[src/design/tccw_pkg.sv]
// package for the text console character writer
// types, codes and defaults shared by the controller, datapath and top level
`default_nettype none

package tccw_pkg;

    // screen geometry defaults
    localparam int COLUMNS_DEF  = 80;
    localparam int ROWS_DEF     = 25;
    localparam int TAB_STOP_DEF = 4;

    // field widths
    localparam int ADDR_W = 11;
    localparam int CHAR_W = 8;
    localparam int ATTR_W = 8;
    localparam int CELL_W = 16;

    localparam logic [ATTR_W-1:0] ATTR_RESET = 8'h07;
    localparam logic [CELL_W-1:0] CELL_RESET = 16'h0720;

    // item kinds
    localparam logic KIND_PUT  = 1'b0;
    localparam logic KIND_READ = 1'b1;

    // control bytes
    localparam logic [CHAR_W-1:0] CH_TAB     = 8'd9;
    localparam logic [CHAR_W-1:0] CH_NEWLINE = 8'd10;
    localparam logic [CHAR_W-1:0] CH_RETURN  = 8'd13;
    localparam logic [CHAR_W-1:0] CH_SPACE   = 8'd32;

    typedef enum logic [2:0] {
        ST_CLEAR,
        ST_IDLE,
        ST_COPY,
        ST_DRAIN,
        ST_BLANK
    } state_t;

    // controller to datapath
    typedef struct packed {
        logic accept;
        logic clr_wr;
        logic cnt_zero;
        logic cnt_bottom;
        logic cnt_inc;
        logic copy_rd;
        logic blank_wr;
    } ctrl_cmd_t;

    // datapath to controller
    typedef struct packed {
        logic out_busy;
        logic scroll;
        logic cnt_last_cell;
        logic cnt_copy_last;
    } dp_status_t;

endpackage

`default_nettype wire

[src/design/tccw_ctrl.sv]
// controller state machine: clearing pass, idle, scroll copy and bottom row blanking
// depends on tccw_pkg
`default_nettype none

module tccw_ctrl (
    input  wire logic                  aclk,
    input  wire logic                  aresetn,
    input  wire logic                  s_valid,
    output logic                       s_ready,
    input  wire tccw_pkg::dp_status_t  status,
    output tccw_pkg::ctrl_cmd_t        cmd
);

    tccw_pkg::state_t state_reg, state_next;

    always_ff @(posedge aclk) begin
        if (!aresetn) begin
            state_reg <= tccw_pkg::ST_CLEAR;
        end else begin
            state_reg <= state_next;
        end
    end

    always_comb begin
        state_next = state_reg;
        cmd        = '0;
        s_ready    = 1'b0;
        unique case (state_reg)
            tccw_pkg::ST_CLEAR: begin
                cmd.clr_wr = 1'b1;
                if (status.cnt_last_cell) begin
                    cmd.cnt_zero = 1'b1;
                    state_next   = tccw_pkg::ST_IDLE;
                end else begin
                    cmd.cnt_inc = 1'b1;
                end
            end
            tccw_pkg::ST_IDLE: begin
                s_ready    = !status.out_busy;
                cmd.accept = s_valid && !status.out_busy;
                if (cmd.accept && status.scroll) begin
                    cmd.cnt_zero = 1'b1;
                    state_next   = tccw_pkg::ST_COPY;
                end
            end
            tccw_pkg::ST_COPY: begin
                cmd.copy_rd = 1'b1;
                cmd.cnt_inc = 1'b1;
                if (status.cnt_copy_last) begin
                    state_next = tccw_pkg::ST_DRAIN;
                end
            end
            tccw_pkg::ST_DRAIN: begin
                // last copied cell is written back here
                cmd.cnt_bottom = 1'b1;
                state_next     = tccw_pkg::ST_BLANK;
            end
            tccw_pkg::ST_BLANK: begin
                cmd.blank_wr = 1'b1;
                if (status.cnt_last_cell) begin
                    cmd.cnt_zero = 1'b1;
                    state_next   = tccw_pkg::ST_IDLE;
                end else begin
                    cmd.cnt_inc = 1'b1;
                end
            end
            default: begin
                state_next = tccw_pkg::ST_CLEAR;
            end
        endcase
    end

    a_ready_only_idle: assert property (@(posedge aclk) disable iff (!aresetn)
        s_ready |-> state_reg == tccw_pkg::ST_IDLE)
        else $error("ready raised outside idle");

    a_copy_to_drain: assert property (@(posedge aclk) disable iff (!aresetn)
        (state_reg == tccw_pkg::ST_COPY && status.cnt_copy_last)
            |=> state_reg == tccw_pkg::ST_DRAIN)
        else $error("copy sweep did not end in drain");

    a_drain_one_cycle: assert property (@(posedge aclk) disable iff (!aresetn)
        state_reg == tccw_pkg::ST_DRAIN |=> state_reg == tccw_pkg::ST_BLANK)
        else $error("drain lasted more than one cycle");

endmodule

`default_nettype wire

[config.mk]
export PLATFORM = sky130hd
export DESIGN_NAME = tccw_ctrl
export DESIGN_NICKNAME = d
export VERILOG_FILES = /design/src/design/tccw_pkg.sv /design/src/design/tccw_ctrl.sv
export SDC_FILE = /design/constraint.sdc
export NUM_CORES = 1
export LEC_CHECK = 0
export ABC_AREA = 1
export BUFFER_PORTS_ARGS = -buffer_cell sky130_fd_sc_hd__buf_4
export CAP_MARGIN = 20
export CORE_AREA = 4 4 41 43
export CTS_BUF_LIST = sky130_fd_sc_hd__clkbuf_16
export CTS_CLUSTER_SIZE = 28
export DETAILED_ROUTE_END_ITERATION = 12
export DIE_AREA = 0 0 45 47
export GPL_TIMING_DRIVEN = 1
export PLACE_DENSITY = 0.4
export RECOVER_POWER = 25
export SYNTH_ARGS = -nofsm -noshare
export SYNTH_HDL_FRONTEND = slang
export SYNTH_SLANG_ARGS = --single-unit
[constraint.sdc]
create_clock -name aclk -period 0.9 [get_ports aclk]
set_input_delay 0.09 -clock aclk [delete_from_list [all_inputs] [get_ports aclk]]
set_output_delay 0.09 -clock aclk [all_outputs]
set_load 0.01 [all_outputs]
==> run_results.csv, run 1 <==
group,metric,value,unit
status,outcome,"finished, violations left",
status,failed_checks,"negative setup slack",
detailed_routing,antenna_left,0,
detailed_routing,wl_per_cell,10.06,um
detailed_routing,firstDrtPassIters,3,
layout,largest_register_ffs,3,
logic_synthesis,synth_compound_area_frac,0.1330,
layout,nets,72,
logic_synthesis,synth_top_area_share,0.2553,
pwr,ir_drop,1.464,mV
floorplanning,design.die.area,2115,um^2
logic_synthesis,ys_ff_latch,3,
layout,fillers,136,
logic_synthesis,yosysWarnings,0,
layout,area_growth,141.5,%
timing,min_period,1157,ps
critical_path,reg2reg_to,"state_reg[2]$_SDFFE_PN0P_",
global_routing,grt_usage,0.08208,
timing,finalCritPeriodShare,1.285,
cts,clock_sinks,3,
floorplanning,initial_core_util,0.1808,
critical_path,cp.buffers_inverters,3,
logic_synthesis,ys_seq_area_frac,0.2553,
logic_synthesis,muxShareOfSynthArea,0,
critical_path,required,810,ps
logic_synthesis,yosys.area_share.adder,0,
global_routing,antenna_found_initial,0,
critical_path,worstPathArrival,1070,ps
critical_path,path_max_fanout,4,
logic_synthesis,syn_avg_cell_area,6.031,um^2
logic_synthesis,synth_top_area_cell,"dfxtp_1",
critical_path,cp_cell_sequence,"inv_4 > nand2_4 > nor2_4 > inv_2 > o22ai_2 > buf_4",
critical_path,startpoint,"state_reg[1]$_SDFFE_PN0P_",
floorplanning,die_w,45,um
floorplanning,ioPinCount,15,
timing,clock.fmax,864.6,MHz
timing,rsz0062_at_grt,"yes",
critical_path,crit_end,"cmd[4]",
place,hpwlAfterDp,539.4,um
global_routing,overflow,0,
logic_synthesis,synth_top_family_by_area,"simple AND/OR/NAND/NOR gates",
detailed_routing,via_per_inst,4.025,
cts,root_buffer,"clkbuf_16",
cts,clock_path_buffers,2,
timing,fin_skew,0.6046,ps
floorplanning,row_count,13,
cts,cts_tree,"built",
critical_path,endpoint_kind,"output pin",
critical_path,cpPeakStageDelay,350,ps
timing,fin_ws,-256.6,ps
timing,worst_pin_slew,174.4,ps
timing,hold_violations,0,
critical_path,reg2reg_from,"state_reg[1]$_SDFFE_PN0P_",
timing,tns,-2302,ps
place,io_buffer_count,14,
critical_path,crit_family,"flip-flops",
logic_synthesis,syn-num-nets,46,
pwr,p_leak,0.2935,nW
floorplanning,die_h,47,um
detailed_routing,vias,318,
critical_path,rrSetupSlack,-190,ps
timing,setup_viol,11,
logic_synthesis,syn_inst,39,
cts,numCtsBuffers,3,
worst_hold_path,hold_class,"input pin to flop",
logic_synthesis,ys_types,14,
job,max_cap_viol_count,0,
critical_path,worst_path_max_delay_cell,"dfxtp_4",
cts,clkSlewWorstSetupHoldPaths,30,ps
layout,drive_gt1_frac,0.7656,
global_routing,grt_first_pass_wirelength,1214,um
critical_path,crit_cells,6,
logic_synthesis,syn_area,235.2,um^2
cts,cts_hold_buf,0,
floorplanning,core-area,1301,um^2
layout,utilization,0.4365,
critical_path,path_class,"flop to output pin",
global_routing,grt_pass1_vias,306,
timing,slew_violations,0,
layout,diodes,0,
pwr,powerDensity,3867,nW/um^2
global_routing,grt_max_degree,6,
cts,htreeDepth,1,
detailed_routing,drt-initial-drc-count,2,
logic_synthesis,synth_simple_gate_area_share,0.4362,
logic_synthesis,synth-xor-area-share,0,
detailed_routing,routed_wl,795,um
critical_path,r2r_cells,9,
cts,worst_skew_pair.late_latency,220,ps
logic_synthesis,ys_top_cells_by_area,"dfxtp_1 26%, inv_1 16%, nand2_1 9.6%, nand3_2 8.5%, nor2_1 8.0%",
place,place.gp.congestion,0.7195,
critical_path,cp-start-kind,"flop",
timing,relSlewSlack,0.8834,
detailed_routing,drc,0,
-- metrics by stage --
stage,hold slack [ps],area [um^2],std cells,total power [mW],setup slack [ps]
global placement,353.1,380.4,70,1.050,-90.08
floorplan,227.5,241.5,39,0.7088,24.06
detailed placement,353.1,380.4,70,1.040,-65.41
finish,110.6,568.0,79,2.197,-256.6
global route,132.6,568.0,79,2.340,-316.4
CTS,122.3,509.2,77,1.969,-256.9
-- cell usage after synthesis --
library cell  number
nand4_1            1
dfxtp_1            3
inv_1             10
nand3_1            2
a31oi_1            1
nand2_1            6
a21oi_1            2
inv_2              1
nand2_2            2
nand3_2            2
nor2_1             5
o22ai_1            1
nor2_2             2
a21oi_2            1
-- timing repair --
item | 4_1_cts | 5_1_grt
gates resized for setup | 11 | 17
cloned | 0 | 0
setup endpoints to repair | 10 | 11
buffers inserted | 4 | 3
pin swaps | 3 | 5
-- worst reg2reg max path, stage by stage, from the launching register on --
cell,delay [ps]
dfxtp_4,350
inv_4,70
nand2_4,50
nor2_4,80
buf_4,120
buf_6,90
nand2_4,50
nand3_2,60
nand2_2,50
a21oi_2,90
-- layout make-up --
cell class / count / area, um^2 / area share
clock buffer: 3 / 75.07 / 0.1322
clock inverter: 1 / 3.754 / 0.006608
inverter: 11 / 43.79 / 0.07709
multi-input combinational: 25 / 190.2 / 0.3348
sequential: 3 / 71.32 / 0.1256
tap: 15 / 18.77 / 0.03304
timing repair buffer: 21 / 165.2 / 0.2907
-- logic make-up (layout without fill, tap and decap cells) --
| kind of cell | Yosys count | count (layout) |
|---|---|---|
| simple gates | 20 | 20 |
| buf+inv | 11 | 36 |
| compound gates | 5 | 5 |
| flops | 3 | 3 |
-- report_power, final --
group | leakage (nW) | internal, mW | switching, mW
logic | 0.225 | 0.605 | 0.589
clock network | 0.0423 | 0.573 | 0.126
registers | 0.0267 | 0.211 | 0.0917
-- layout by cell type (no fill, tap or decap), types with 3 or more instances in the layout --
cell type	count
buf_4	19
inv_1	7
dfxtp_4	3
nand3_2	3
nor2_4	3
inv_2	4
nand2_2	5
clkbuf_16	3
-- metal layers --
layer	wire length (um)	up-vias	track usage	share of wire
li1	-	170	-	-
met4	0	0	0.05263	0
met2	398	11	0.1271	0.50
met1	344	137	0.09524	0.43
met3	52	0	0.03065	0.065
met5	0	-	0	0
-- how the worst min path moves through the flow --
stage	start	to	slack, ps	cells past startpoint
2_1_floorplan	status[3]	s_ready	230	1
3_5_place_dp	aresetn	state_reg[2]$_SDFFE_PN0P_	350	3
4_1_cts	aresetn	state_reg[2]$_SDFFE_PN0P_	120	3
5_1_grt	aresetn	state_reg[1]$_SDFFE_PN0P_	130	3
6_report	aresetn	state_reg[1]$_SDFFE_PN0P_	110	3
3_3_place_gp	aresetn	state_reg[2]$_SDFFE_PN0P_	350	3
No activity file was read; power rests on OpenSTA's default activity.
==> run 2, diff against run 1 <==
--- a/config.mk
+++ b/config.mk
@@ -10,3 +10,3 @@
 export CAP_MARGIN = 20
-export CORE_AREA = 4 4 41 43
+export CORE_AREA = 2 2 39 41
 export CTS_BUF_LIST = sky130_fd_sc_hd__clkbuf_16
@@ -14,3 +14,3 @@
 export DETAILED_ROUTE_END_ITERATION = 12
-export DIE_AREA = 0 0 45 47
+export DIE_AREA = 0 0 41 43
 export GPL_TIMING_DRIVEN = 1
==> constraint.sdc (replaced) <==
create_clock -name aclk -period 0.9 [get_ports aclk]
set_input_delay 0.18 -clock aclk [delete_from_list [all_inputs] [get_ports aclk]]
set_output_delay 0.18 -clock aclk [all_outputs]
set_load 0.01 [all_outputs]
==> run 2 against run 1 <==
The run still ends with negative setup slack left. Count of clock-buffer cells in the layout is the same. Sequential share of layout area is 2.1 points lower. Core utilization increased by 0.29 points. Clock power is 2% lower. Non-clock buffer count grew 5. Die area down 17%. Power up 1.1%. Clock skew increased by 0.89 ps. Largest cell class is now non-clock buffers.
==> run_results.csv, run 2 (synthesized netlist as in run 1, its figures left out) <==
group,metric,value,unit
status,outcome,"finished, violations left",
status,failed_checks,"negative setup slack",
pwr,p_sw_frac,0.3505,
critical_path,path_class,"flop to output pin",
critical_path,cpPeakStageDelay,330,ps
pwr,comb_power_share,0.581,
layout,fin_cells,85,
detailed_routing,drc,0,
pwr,p_switching,0.7783,mW
global_routing,grt_first_pass_wirelength,1173,um
critical_path,rrSetupSlack,-290,ps
floorplanning,core-area,1384,um^2
detailed_routing,firstDrtPassIters,1,
critical_path,worst_path_max_delay_cell,"dfxtp_2",
floorplanning,row_count,14,
timing,slew_violations,0,
layout,nets,77,
cts,clkSlewWorstSetupHoldPaths,30,ps
cts,clock_path_buffers,2,
cts,cts_tree,"built",
worst_hold_path,hp-start,"aresetn",
critical_path,r2r_cells,9,
detailed_routing,antenna_left,0,
critical_path,worstPathArrival,1080,ps
pwr,powerDensity,3652,nW/um^2
place,pre_cts_slack,-139.3,ps
critical_path,reg2reg_to,"state_reg[2]$_SDFFE_PN0P_",
place,place.gp.congestion,0.6768,
timing,worst_pin_slew,163.1,ps
floorplanning,ioPinCount,15,
floorplanning,die_h,43,um
worst_hold_path,holdPathStages,3,
layout,largest_register_ffs,3,
timing,finalCritPeriodShare,1.397,
pwr,power,2.221,mW
layout,final_common_cell,"buf_4",
pwr,power.share.sequential,0.110,
detailed_routing,drt-initial-drc-count,0,
place,placed_cell_area,416.7,um^2
layout,area_growth,158.5,%
timing,clock.fmax,795.2,MHz
global_routing,overflow,0,
global_routing,grt_max_degree,6,
place,hpwlAfterDp,541.5,um
critical_path,reg2reg_from,"state_reg[1]$_SDFFE_PN0P_",
place,io_buffer_count,14,
cts,worst_skew_pair.late_latency,220,ps
floorplanning,die_w,41,um
critical_path,cp-start-kind,"flop",
worst_hold_path,min_to,"state_reg[2]$_SDFFE_PN0P_",
global_routing,grt_usage,0.1032,
layout,diodes,0,
detailed_routing,vias,340,
timing,whs,224.4,ps
timing,fin_ws,-357.5,ps
cts,cts_hold_buf,0,
timing,fin_skew,1.492,ps
timing,relSlewSlack,0.8908,
critical_path,required,720,ps
timing,rsz0062_at_grt,"yes",
cts,clock_sinks,3,
pwr,ir_drop,1.304,mV
critical_path,path_max_fanout,3,
pwr,p_int,1.442,mW
layout,stdcell_area,608.1,um^2
layout,drive_gt1_frac,0.7536,
critical_path,cp_cell_sequence,"inv_2 > buf_6 > nor2_4 > nand2_2 > nand2_2 > buf_6",
cts,root_buffer,"clkbuf_16",
pwr,p_leak,0.3085,nW
floorplanning,initial_core_util,0.1700,
timing,setup_viol,11,
global_routing,antenna_found_initial,0,
layout,most-common-layout-cells,"19 x buf_4, 7 x nand2_2, 7 x inv_1, 7 x buf_6, 4 x inv_2",
timing,min_period,1257,ps
pwr,pwr-share-clk,0.310,
job,max_cap_viol_count,0,
worst_hold_path,hold_class,"input pin to flop",
place,placed_cells,74,
detailed_routing,via_per_inst,4.000,
timing,hold_violations,0,
cts,htreeDepth,1,
critical_path,endpoint_kind,"output pin",
detailed_routing,wl_per_cell,8.576,um
cts,numCtsBuffers,3,
global_routing,grt_pass1_vias,293,
detailed_routing,routed_wl,729,um
floorplanning,design.die.area,1763,um^2
run 2: cell types whose count changed in the layout (fill, tap and decap cells not counted):
cell / change
buf_6: +5
nand3_4: +1
dfxtp_2: +3
dfxtp_4: -3
nand2_4: -2
nand2_2: +2
nand3_2: -2
nand3_1: +1
nor2_1: +1
nor2_2: -1
run 2: power groups by stage:
stage	clock network (mW)	logic (mW)	registers, mW
final	0.687	1.29	0.244
after global routing	0.722	1.39	0.254
after CTS	0.698	1.11	0.244
after detailed placement	0	0.872	0.235
after global placement	0	0.875	0.236
after floorplan	0	0.513	0.237
run 2: stage by stage:
stage	setup TNS [ps]	utilization
after global placement	-871.2	0.3011
after detailed placement	-826.2	0.3011
final	-3320	0.4394
after global routing	-3927	0.4394
after CTS	-3240	0.4087
after floorplan	-33.74	-
run 2: final cells by class:
cell class | count | area [um^2]
Clock buffer | 3 | 75.07
Clock inverter | 1 | 3.754
Fill cell | 138 | 775.7
Inverter | 11 | 43.79
Multi-Input combinational cell | 25 | 180.2
Sequential cell | 3 | 63.81
Tap cell | 16 | 20.02
Timing Repair Buffer | 26 | 221.5
run 2: how the worst max path moves through the flow:
stage                              start  endpoint  cells after the start
3_5_place_dp   state_reg[1]$_SDFFE_PN0P_    cmd[4]                      6
3_3_place_gp   state_reg[1]$_SDFFE_PN0P_    cmd[4]                      6
4_1_cts        state_reg[1]$_SDFFE_PN0P_    cmd[4]                      4
5_1_grt        state_reg[1]$_SDFFE_PN0P_    cmd[2]                      6
2_1_floorplan  state_reg[1]$_SDFFE_PN0P_    cmd[4]                      5
6_report       state_reg[1]$_SDFFE_PN0P_    cmd[2]                      6
run 2: layer usage:
layer	vias to the layer above	global-route usage	share of wire
li1	179	-	-
met4	0	0.08000	0
met5	-	0	0
met1	155	0.1054	0.39
met2	6	0.1625	0.57
met3	0	0.03141	0.038
run 2: worst max-delay path, delay by kind of cell (launching register included):
| family | cells | cell delay, ps |
|---|---|---|
| flip-flops | 1 | 330 |
| buffers and inverters | 3 | 250 |
| AND/OR/NAND/NOR | 3 | 270 |
run 2: timing repair:
action / 4_1_cts / 5_1_grt
buffers inserted: 5 / 3
resized for setup: 12 / 8
pin swaps: 4 / 6
setup endpoints to repair: 11 / 11
==> run 3, diff against run 2 <==
==> constraint.sdc (replaced) <==
create_clock -name aclk -period 0.9 [get_ports aclk]
set_input_delay 0.09 -clock aclk [delete_from_list [all_inputs] [get_ports aclk]]
set_output_delay 0.09 -clock aclk [all_outputs]
set_load 0.01 [all_outputs]
==> run 3 against run 2 <==
The flow still finishes with violations (negative setup slack). Final cell count fell by 11%. Power decreased by 17%. Critical path depth decreased by 1. Register-to-register slack better by 200 ps. Via count shrank 14%. Maximum frequency rose by 11%. Clock skew is 1.3 ps lower. Non-clock buffer count fell by 9. Flip-flop and latch count is the same. Sequential share of layout area is 3.1 points higher. Critical path type unchanged. Critical endpoint is now cmd[3]. Largest cell class is now multi-input combinational cells. Largest power group unchanged. Highest routed layer is now met4.
==> run_results.csv, run 3 (synthesized netlist as in run 1, its figures left out) <==
group,metric,value,unit
status,outcome,"finished, violations left",
status,failed_checks,"negative setup slack",
critical_path,worstPathArrival,1040,ps
timing,relSlewSlack,0.8914,
floorplanning,row_count,14,
place,place.gp.congestion,0.6691,
timing,fin_skew,0.2009,ps
floorplanning,ioPinCount,15,
layout,diodes,0,
layout,ff_latch_area,66.31,um^2
pwr,ir_drop,1.406,mV
detailed_routing,wl_per_cell,8.026,um
timing,worst_pin_slew,162.7,ps
cts,numCtsBuffers,3,
floorplanning,core-area,1384,um^2
floorplanning,die_w,41,um
timing,setup_viol,11,
detailed_routing,drc,0,
timing,tns,-1870,ps
critical_path,r2r_cells,8,
cts,cts_hold_buf,0,
global_routing,grt_usage,0.09218,
worst_hold_path,hold_class,"input pin to flop",
layout,fillers,147,
cts,clock_sinks,3,
cts,root_buffer,"clkbuf_16",
detailed_routing,vias,291,
global_routing,overflow,0,
global_routing,grt_max_degree,6,
floorplanning,design.die.area,1763,um^2
worst_hold_path,holdPathStages,3,
detailed_routing,antenna_left,0,
layout,nets,68,
pwr,power,1.841,mW
cts,clkSlewWorstSetupHoldPaths,30,ps
layout,final_common_cell,"buf_4",
timing,rsz0062_at_grt,"yes",
layout,multi_input_area,152.6,um^2
timing,min_period,1131,ps
cts,worst_skew_pair.late_latency,230,ps
detailed_routing,via_per_inst,3.829,
pwr,powerDensity,3783,nW/um^2
global_routing,grt_pass1_vias,275,
critical_path,path_class,"flop to output pin",
global_routing,grt_first_pass_wirelength,1021,um
pwr,p_leak,0.2641,nW
cts,clock_path_buffers,2,
floorplanning,die_h,43,um
layout,largest_register_ffs,3,
global_routing,grtUsageMet3,0.03141,
critical_path,path_max_fanout,3,
place,hpwlAfterDp,472.8,um
detailed_routing,firstDrtPassIters,2,
layout,drive_gt1_frac,0.6000,
job,max_cap_viol_count,0,
timing,clock.fmax,884.4,MHz
floorplanning,initial_core_util,0.1700,
detailed_routing,drt-initial-drc-count,5,
layout,most-common-layout-cells,"17 x buf_4, 10 x inv_1, 4 x nand2_2, 4 x nand2_1, 4 x nor2_1",
place,io_buffer_count,14,
critical_path,required,810,ps
global_routing,grt.busiest_layer,"met2",
place,pre_cts_slack,-86.04,ps
critical_path,cp-start-kind,"flop",
global_routing,met2_usage,0.1219,
global_routing,use_met1,0.1022,
timing,finalCritPeriodShare,1.256,
global_routing,antenna_found_initial,0,
cts,htreeDepth,1,
timing,slew_violations,0,
layout,area_growth,106.9,%
critical_path,endpoint_kind,"output pin",
cts,cts_tree,"built",
detailed_routing,routed_wl,610,um
timing,hold_violations,0,
timing,fin_ws,-230.7,ps
run 3: changes by cell type in the layout (fill, tap and decap cells not counted), moves of 2 or more:
cell     delta
buf_6       -7
inv_1       +3
nand2_1     +3
nand2_2     -3
buf_4       -2
inv_2       -2
nor2_4      -2
run 3: critical path, cell delays in order, from the launching register on:
cell     delay [ps]
dfxtp_2         340
inv_2            50
nor2_2          140
nand2_1         110
inv_1            70
buf_4           110
run 3: timing repair:
item	CTS	global route
cloned	0	0
setup buffers	2	0
pin swaps	1	1
setup endpoints to repair	11	11
resized for setup	8	1
run 3: through the flow:
| step | cell area (um^2) | util | std cells | hold WS, ps |
|---|---|---|---|---|
| floorplan | 241.5 | - | 39 | 227.5 |
| global placement | 374.1 | 0.2703 | 70 | 366.5 |
| detailed placement | 374.1 | 0.2703 | 70 | 349.4 |
| CTS | 484.2 | 0.3499 | 76 | 123.2 |
| global route | 486.7 | 0.3517 | 76 | 141.9 |
| finish | 486.7 | 0.3517 | 76 | 123.2 |
run 3: path summary, 6_finish.rpt:
check	startpoint	endpoint	slack, ps
worst max-delay path	state_reg[1]$_SDFFE_PN0P_	cmd[3]	-230
worst min-delay path	aresetn	state_reg[2]$_SDFFE_PN0P_	120
worst max register to register	state_reg[1]$_SDFFE_PN0P_	state_reg[2]$_SDFFE_PN0P_	-90
worst min register to register	state_reg[2]$_SDFFE_PN0P_	state_reg[2]$_SDFFE_PN0P_	510
run 3: per-layer routing:
| layer | vias up | part of all wire |
|---|---|---|
| met5 | - | 0 |
| met4 | 0 | 0.034 |
| li1 | 162 | - |
| met2 | 10 | 0.48 |
| met3 | 2 | 0.090 |
| met1 | 117 | 0.39 |
run 3: final cells by class:
cell class,count,share of cell area
Clock inverter,1,0.007712
Inverter,11,0.08483
Tap cell,16,0.04113
Clock buffer,3,0.1542
Multi-Input combinational cell,25,0.3136
Sequential cell,3,0.1362
Timing Repair Buffer,17,0.2622
run 3: where the power goes:
group | leakage, nW | internal [mW] | switching [mW]
registers | 0.0261 | 0.203 | 0.0611
clock network | 0.0423 | 0.574 | 0.133
logic | 0.196 | 0.419 | 0.451
total | 0.264 | 1.20 | 0.645
